==> config.mk <==
export PLATFORM = sky130hd
export DESIGN_NAME = adc_scan_sequencer
export DESIGN_NICKNAME = d
export VERILOG_FILES = /design/src/adcseq_pkg.sv /design/src/adcseq_table.sv /design/src/adcseq_store.sv /design/src/adcseq_ctrl.sv /design/src/adc_scan_sequencer.sv
export VERILOG_INCLUDE_DIRS = /design/src /design/src/src
export SDC_FILE = /design/constraint.sdc
export NUM_CORES = 1
export LEC_CHECK = 0
export ABC_CLOCK_PERIOD_IN_PS = 9140
export BUFFER_PORTS_ARGS = -buffer_cell sky130_fd_sc_hd__buf_2
export CORE_MARGIN = 2
export CORE_UTILIZATION = 60
export DETAILED_ROUTE_END_ITERATION = 6
export PLACE_DENSITY = 0.83
export SLEW_MARGIN = 15
export SYNTH_ARGS = -nofsm -noshare
export SYNTH_HDL_FRONTEND = slang
export SYNTH_SLANG_ARGS = --single-unit
export TNS_END_PERCENT = 30
==> constraint.sdc <==
create_clock -name clk -period 9.14 [get_ports clk]
set_clock_uncertainty 0.2 [all_clocks]
set_input_delay 1.828 -clock clk [delete_from_list [all_inputs] [get_ports clk]]
set_output_delay 1.828 -clock clk [all_outputs]
set_load 0.005 [all_outputs]
==> src/adc_scan_sequencer_defines.svh <==
// assertion macros for the sequencer controller
// every macro samples on clk and stays quiet while arst_n is low
`ifndef ADC_SCAN_SEQUENCER_DEFINES_SVH
`define ADC_SCAN_SEQUENCER_DEFINES_SVH

// antecedent and consequent in the same cycle
`define ADCSEQ_ASSERT_IMP(lbl, ante, cons) \
	lbl: assert property (@(posedge clk) disable iff (!arst_n) (ante) |-> (cons)) \
		else $error("adc scan sequencer check failed");

// consequent in the following cycle
`define ADCSEQ_ASSERT_NXT(lbl, ante, cons) \
	lbl: assert property (@(posedge clk) disable iff (!arst_n) (ante) |=> (cons)) \
		else $error("adc scan sequencer check failed");

`endif

==> src/adcseq_pkg.sv <==
package adcseq_pkg;

	localparam int SEQ_DEPTH = 8;
	localparam int IDX_W     = 3;
	localparam int CNT_W     = 4;
	localparam int STEP_W    = 5;

	localparam logic [7:0] GAIN_MASK = 8'h07;

	localparam logic [1:0] REQ_LOAD   = 2'd0;
	localparam logic [1:0] REQ_START  = 2'd1;
	localparam logic [1:0] REQ_SAMPLE = 2'd2;
	localparam logic [1:0] REQ_READ   = 2'd3;

	typedef struct packed {
		logic [1:0]  req_type;
		logic [2:0]  entry_index;
		logic [7:0]  mux_channel_in;
		logic [7:0]  gain_factor;
		logic [7:0]  scan_count;
		logic [15:0] sample_value;
	} req_t;

	typedef struct packed {
		logic        start_conversion;
		logic [7:0]  mux_select;
		logic [2:0]  gain_code;
		logic        scan_done;
		logic [15:0] read_data;
		logic        rejected;
	} rsp_t;

	// decisions of the scan controller for the item in flight
	typedef struct packed {
		logic             tbl_we;
		logic             store_we;
		logic [IDX_W-1:0] store_idx;
		logic             cmd_en;
		logic [IDX_W-1:0] cmd_idx;
		logic             done;
		logic             rejected;
	} seq_ctl_t;

	// floor(log2(f)) for f above 1, else 0, kept to three bits
	function automatic logic [2:0] encode_gain(input logic [7:0] f);
		logic [7:0] code;
		code = 8'd0;
		for (int i = 1; i < 8; i++) begin
			if (f[i]) begin
				code = 8'(i);
			end
		end
		return 3'(code & GAIN_MASK);
	endfunction

endpackage

==> src/adcseq_table.sv <==
module adcseq_table (
	input  logic                          clk,
	input  logic                          we,
	input  logic [adcseq_pkg::IDX_W-1:0]  widx,
	input  logic [7:0]                    chan_in,
	input  logic [7:0]                    gain_in,
	input  logic [adcseq_pkg::IDX_W-1:0]  ridx,
	output logic [7:0]                    chan_out,
	output logic [2:0]                    code_out
);

	logic [7:0] chan_q [adcseq_pkg::SEQ_DEPTH];
	logic [2:0] code_q [adcseq_pkg::SEQ_DEPTH];

	// entries hold nothing meaningful until loaded
	always_ff @(posedge clk) begin
		if (we) begin
			chan_q[widx] <= chan_in;
			code_q[widx] <= adcseq_pkg::encode_gain(gain_in);
		end
	end

	assign chan_out = chan_q[ridx];
	assign code_out = code_q[ridx];

endmodule

==> src/adcseq_store.sv <==
module adcseq_store (
	input  logic                          clk,
	input  logic                          arst_n,
	input  logic                          we,
	input  logic [adcseq_pkg::IDX_W-1:0]  widx,
	input  logic [15:0]                   wdata,
	input  logic [adcseq_pkg::IDX_W-1:0]  ridx,
	output logic [15:0]                   rdata
);

	logic [15:0] smp_q [adcseq_pkg::SEQ_DEPTH];

	always_ff @(posedge clk or negedge arst_n) begin
		if (!arst_n) begin
			for (int i = 0; i < adcseq_pkg::SEQ_DEPTH; i++) begin
				smp_q[i] <= 16'd0;
			end
		end else if (we) begin
			smp_q[widx] <= wdata;
		end
	end

	assign rdata = smp_q[ridx];

endmodule

==> src/adcseq_ctrl.sv <==
`include "adc_scan_sequencer_defines.svh"

module adcseq_ctrl (
	input  logic                  clk,
	input  logic                  arst_n,
	input  logic                  valid_s1,
	input  adcseq_pkg::req_t      req_s1,
	output adcseq_pkg::seq_ctl_t  ctl
);

	logic [adcseq_pkg::CNT_W-1:0]  active_q, active_d;
	logic [adcseq_pkg::STEP_W-1:0] step_q, step_d, step_inc;
	logic                          scanning_q, scanning_d;
	logic [adcseq_pkg::CNT_W-1:0]  slot_cur, slot_nxt, cnt_clamp;

	assign slot_cur = step_q[adcseq_pkg::STEP_W-1:1];
	assign step_inc = step_q + 5'd1;
	assign slot_nxt = step_inc[adcseq_pkg::STEP_W-1:1];
	assign cnt_clamp = (req_s1.scan_count < 8'(adcseq_pkg::SEQ_DEPTH))
		? 4'(req_s1.scan_count) : 4'(adcseq_pkg::SEQ_DEPTH);

	always_comb begin
		ctl        = '0;
		active_d   = active_q;
		step_d     = step_q;
		scanning_d = scanning_q;
		if (valid_s1) begin
			case (req_s1.req_type)
				adcseq_pkg::REQ_LOAD: begin
					if (scanning_q) begin
						ctl.rejected = 1'b1;
					end else begin
						ctl.tbl_we = 1'b1;
					end
				end
				adcseq_pkg::REQ_START: begin
					if (scanning_q) begin
						ctl.rejected = 1'b1;
					end else begin
						active_d   = cnt_clamp;
						step_d     = '0;
						scanning_d = 1'b1;
						ctl.cmd_en = 1'b1;
					end
				end
				adcseq_pkg::REQ_SAMPLE: begin
					if (scanning_q) begin
						ctl.store_we  = slot_cur < 4'(adcseq_pkg::SEQ_DEPTH);
						ctl.store_idx = slot_cur[adcseq_pkg::IDX_W-1:0];
						step_d        = step_inc;
						if (slot_nxt < active_q) begin
							ctl.cmd_en  = 1'b1;
							ctl.cmd_idx = slot_nxt[adcseq_pkg::IDX_W-1:0];
						end else begin
							scanning_d = 1'b0;
							ctl.done   = 1'b1;
						end
					end
				end
				default: begin
				end
			endcase
		end
	end

	always_ff @(posedge clk or negedge arst_n) begin
		if (!arst_n) begin
			active_q   <= '0;
			step_q     <= '0;
			scanning_q <= 1'b0;
		end else begin
			active_q   <= active_d;
			step_q     <= step_d;
			scanning_q <= scanning_d;
		end
	end

	`ADCSEQ_ASSERT_IMP(a_cmd_xor_done, ctl.cmd_en, !ctl.done)
	`ADCSEQ_ASSERT_IMP(a_slot_in_range, scanning_q, slot_cur <= active_q)
	`ADCSEQ_ASSERT_IMP(a_reject_only_scanning, ctl.rejected, scanning_q)
	`ADCSEQ_ASSERT_NXT(a_done_ends_scan, ctl.done, !scanning_q)
	`ADCSEQ_ASSERT_NXT(a_start_begins_scan,
		valid_s1 && req_s1.req_type == adcseq_pkg::REQ_START && !scanning_q,
		scanning_q && step_q == '0)

endmodule

==> src/adc_scan_sequencer.sv <==
// channel    handshake               payload
// request    start high, busy low    item   (adcseq_pkg::req_t)
// response   strobe, one cycle       result (adcseq_pkg::rsp_t)
//
// one transfer in every cycle while busy is low; each request gives exactly one
// result, through the input register and then the result register
// the scan state and the tables update on the same edge as the result, so
// back-to-back requests always see the effect of the one before
// busy is high only during reset and the first cycle after it
// the receiver cannot stall: strobe marks each result for one cycle only
module adc_scan_sequencer (
	input  logic              clk,
	input  logic              arst_n,
	input  logic              start,
	output logic              busy,
	input  adcseq_pkg::req_t  item,
	output logic              strobe,
	output adcseq_pkg::rsp_t  result
);

	// reset release
	logic busy_q;

	// input register
	logic              valid_s1;
	adcseq_pkg::req_t  req_s1;

	// result register
	logic              strobe_q;
	adcseq_pkg::rsp_t  result_q;

	// controller decisions and table / store read data
	adcseq_pkg::seq_ctl_t ctl;
	logic [7:0]           tbl_chan;
	logic [2:0]           tbl_code;
	logic [15:0]          store_rdata;
	adcseq_pkg::rsp_t     rsp_d;

	always_ff @(posedge clk or negedge arst_n) begin
		if (!arst_n) begin
			busy_q <= 1'b1;
		end else begin
			busy_q <= 1'b0;
		end
	end

	assign busy = busy_q;

	// capture each request transfer
	always_ff @(posedge clk or negedge arst_n) begin
		if (!arst_n) begin
			valid_s1 <= 1'b0;
		end else begin
			valid_s1 <= start && !busy_q;
		end
	end

	always_ff @(posedge clk) begin
		if (start && !busy_q) begin
			req_s1 <= item;
		end
	end

	// scan state: active count, step counter, scanning flag
	adcseq_ctrl u_ctrl (
		.clk      (clk),
		.arst_n   (arst_n),
		.valid_s1 (valid_s1),
		.req_s1   (req_s1),
		.ctl      (ctl)
	);

	// channel and gain table, loaded at entry_index, read at the commanded entry
	adcseq_table u_table (
		.clk      (clk),
		.we       (ctl.tbl_we),
		.widx     (req_s1.entry_index),
		.chan_in  (req_s1.mux_channel_in),
		.gain_in  (req_s1.gain_factor),
		.ridx     (ctl.cmd_idx),
		.chan_out (tbl_chan),
		.code_out (tbl_code)
	);

	// sample store, written at step/2, read at entry_index
	adcseq_store u_store (
		.clk    (clk),
		.arst_n (arst_n),
		.we     (ctl.store_we),
		.widx   (ctl.store_idx),
		.wdata  (req_s1.sample_value),
		.ridx   (req_s1.entry_index),
		.rdata  (store_rdata)
	);

	// fields not belonging to this request stay at zero
	always_comb begin
		rsp_d                  = '0;
		rsp_d.start_conversion = ctl.cmd_en;
		rsp_d.mux_select       = ctl.cmd_en ? tbl_chan : 8'd0;
		rsp_d.gain_code        = ctl.cmd_en ? tbl_code : 3'd0;
		rsp_d.scan_done        = ctl.done;
		rsp_d.rejected         = ctl.rejected;
		if (req_s1.req_type == adcseq_pkg::REQ_READ) begin
			rsp_d.read_data = store_rdata;
		end
	end

	always_ff @(posedge clk or negedge arst_n) begin
		if (!arst_n) begin
			strobe_q <= 1'b0;
		end else begin
			strobe_q <= valid_s1;
		end
	end

	always_ff @(posedge clk) begin
		if (valid_s1) begin
			result_q <= rsp_d;
		end
	end

	assign strobe = strobe_q;
	assign result = result_q;

endmodule
==> qor.csv <==
stage;metric;value;unit
status;run status;finished clean;
routing;Vias/cell;6.07;
routing;vias post-DR;6677;
synthesis;simple logic cell fraction of the synthesized area;5.12;%
setup_path;Setup Crit Path Kind;flop to flop;
cts;htree depth;1;
routing;Wirelength per Cell;22.4;µm
setup_path;CP top delay family;compound AO/OA/AOI/OAI gates;
floorplanning;Starting Density;61.0;%
floorplanning;Die W;147;µm
synthesis;Synth Area in Compound Gates;2.86;%
cts;TritonCTS clock tree;yes;
synthesis;asr flop ratio synth;46.5;%
power;worst vdd ir;162;µV
synthesis;main combinational cell family by area after synthesis;multiplexers;
routing;first-pass detailed-route iteration total;5;
cts;Post CTS Setup Buffer Count;0;
setup_path;Cell Chain, Critical Path;ha_1, xnor2_1, buf_4, inv_2, ha_1, o211ai_1, o21ai_0, or2_2, o22ai_1, a21oi_1;
timing;Final Slew Violations;0;
finish;ANT cells;0;
floorplanning;Die Y;147;µm
timing;setup TNS;0;ns
power;P_leak;5.68;nW
synthesis;Primary FF master, synth;edfxtp_1;
placed_design;global placement routability congestion;0.753;
timing;period utilization;42.0;%
cts;# clock sinks;303;
setup_path;Worst Setup End Kind;flop;
synthesis;Mapped Area;12300;µm²
routing;Residual DRC;0;
power;Pwr Density;204;nW/µm²
synthesis;FF+latch count, synth;303;
flow_run;Max-Cap Viols;0;
cts;CTS clk-pin slew, worst paths;0.06;ns
timing;final hold slack;0.275;ns
timing;Max Clock Freq;0.261;GHz
timing;slew margin rel.;22.3;%
floorplanning;I/O pin cnt;80;
cts;Clock Latency Late Sink;0.54;ns
finish;share of cells above drive strength 1;38.0;%
setup_path;CP Max Fanout;24;
setup_path;CP max-delay cell;dfrtp_1;
synthesis;count of different cell masters after synthesis;44;
worst_hold_path;hold_sp;req_s1[17]$_DFFE_PP_;
setup_path;CP Data Required Time;9.21;ns
floorplanning;total core area;20200;µm²
synthesis;Post-synth EDFFs;162;
placed_design;HPWL after DPL;14.6;mm
synthesis;Syn Inst Count;720;
timing;unrepaired setup endpoints after global routing;no;
global_route;largest net degree at the start of global routing;92;
setup_path;worst r2r src;u_ctrl.step_q[1]$_DFFE_PN0P_;
synthesis;Syn Area/Cell;17.1;µm²
synthesis;Synth Area in XOR/XNOR;0.214;%
timing;Final setup viols;0;
finish;Final nets;863;
setup_path;startpoint class of the critical path;flop;
cts;Post-CTS Resized;0;
cts;Root Driver;clkbuf_16;
routing;Detailed Route Iter0 Violations;417;
global_route;first-pass GRT wire length;38.6;mm
timing;Slew @ Worst Pin;1.16;ns
setup_path;cell mode on critical path;ha_1;
finish;layout overhead on the synthesized area;12.8;%
synthesis;post-synthesis sequential area ratio;68.3;%
setup_path;CP startpoint;u_ctrl.step_q[1]$_DFFE_PN0P_;
cts;CTS Buf Count;30;
power;power consumption;0.00282;W
floorplanning;area of the die;21700;µm²
cts;clk buf depth;3;
global_route;number of global-route vias before repair;7241;
worst_hold_path;Hold Crit Class;flop to flop;
cts;cts hold-fix bufs;0;
floorplanning;FP Rows;52;
timing;final hold vios;0;
setup_path;Critical path buffers and inverters;2;
routing;WL final;24.6;mm
synthesis;syn nets;776;
routing;antenna-violating nets left;0;
global_route;initial antenna violation count;0;
synthesis;Adder-Cell Fraction of Synth Area;0.814;%
placed_design;IO buf count;78;
placed_design;Placed Instance Area;13000;µm²
finish;design area;13900;µm²
setup_path;CP arrival;3.90;ns
synthesis;Synth warnings;0;
global_route;Total GRT Usage;23.1;%
global_route;gr ovfl total;0;
setup_path;Worst path max stage delay;0.60;ns
synthesis;mux share of post-synthesis cell area;21.0;%
timing;crit path time final;3.84;ns
-- Yosys cell counts (2+ instances only) --
cell type  instances  area (µm²)
a21oi_1           14        70.1
a22o_1             3        26.3
a311oi_1          11        96.3
buf_1              3        11.3
buf_2              7        35.0
buf_4              4        30.0
buf_6              3        33.8
clkbuf_1          19        71.3
dfrtp_1          140        3500
edfxtp_1         162        4860
ha_1               8         100
inv_1              7        26.3
mux2_2           128        1440
mux2i_1           17         170
mux4_2            43         968
nand2_1           47         176
nand2b_1           4        25.0
nand3_1            6        30.0
nand3b_1           3        22.5
nor2_1            13        48.8
nor2b_1           18         113
nor3_1            15        75.1
nor3b_1            2        15.0
nor3b_4            2        37.5
o21ai_0           10        50.1
o22ai_1           11        68.8
xnor2_1            3        26.3
-- flip-flops by register name (all words and copies together), names as in the netlist --
register           flops
strobe                 1
u_table.chan_q        64
u_store.smp_q        128
u_table.code_q        24
result                30
u_ctrl.step_q          5
busy                   1
u_ctrl.active_q        4
valid_s1               1
u_ctrl.scanning_q      1
req_s1                44
-- final timing paths --
check | endpoint | slack (ns) | depth (start not counted)
worst max-delay path | result[18]$_SDFFCE_PN0P_ | 5.30 | 10
max in group asynchronous | u_ctrl.scanning_q$_DFFE_PN0P_ | 6.57 | 2
worst max register to register | result[18]$_SDFFCE_PN0P_ | 5.30 | 10
worst min register to register | u_ctrl.active_q[1]$_DFFE_PN0P_ | 0.27 | 1
worst min-delay path | u_ctrl.active_q[1]$_DFFE_PN0P_ | 0.27 | 1
min in group asynchronous | u_store.smp_q[119]$_DFFE_PN0P_ | 1.02 | 1
-- kinds of logic after synthesis --
logic type / count (synthesis)
flip-flops: 303
other: 1
XOR/XNOR: 3
multiplexers: 188
AND/OR/NAND/NOR: 119
buffers and inverters: 44
adder cells (fa/ha/maj): 8
AO/OA/AOI/OAI: 54
-- stage by stage --
stage	setup WS [ns]	utilization, %	instances
CTS	5.29	68.7	1100
global route	5.14	68.8	1100
finish	5.30	68.8	1100
detailed placement	5.32	64.2	1045
floorplan	4.68	-	720
global placement	5.50	64.2	1045
-- where the power goes --
part           internal (W)  switching (W)  total [W]
clock              0.000640       0.000480    0.00112
combinational     0.0000844      0.0000888   0.000173
sequential          0.00149      0.0000360    0.00153
-- layout make-up --
type / count / area (µm²)
fill: 1284 / 6300
clock inverter: 13 / 58.8
timing repair buffer: 91 / 498
multi-input combinational: 373 / 3710
sequential: 303 / 8400
tap: 270 / 338
inverter: 8 / 30.0
clock buffer: 42 / 847
-- routing by layer --
metal / vias to the layer above / track usage, % / wire length [µm] / share of wire (%)
met2: 196 / 41.8 / 13300 / 54
met3: 50 / 3.35 / 1040 / 4.2
met5: - / 0 / 0 / 0
li1: 2919 / - / - / -
met4: 0 / 7.07 / 622 / 2.5
met1: 3512 / 29.2 / 9700 / 39
-- cell usage in the layout, fill, tap and decap left out, types with 4 or more instances in the layout --
| cell | count |
|---|---|
| edfxtp_1 | 162 |
| dfrtp_1 | 139 |
| mux2_2 | 128 |
| buf_2 | 77 |
| nand2_1 | 47 |
| mux4_2 | 43 |
| clkbuf_16 | 31 |
| mux2i_1 | 17 |
| nor2b_1 | 17 |
| nor3_1 | 15 |
| a21oi_1 | 14 |
| buf_4 | 12 |
| a311oi_1 | 11 |
| o22ai_1 | 11 |
| nor2_1 | 10 |
| o21ai_0 | 10 |
| ha_1 | 8 |
| clkbuf_1 | 8 |
| clkinv_1 | 8 |
| inv_1 | 7 |
| nand3_1 | 6 |
| nand2b_1 | 4 |
| nor2_2 | 4 |
| clkinv_2 | 4 |
(Power assumes the default switching activity.)
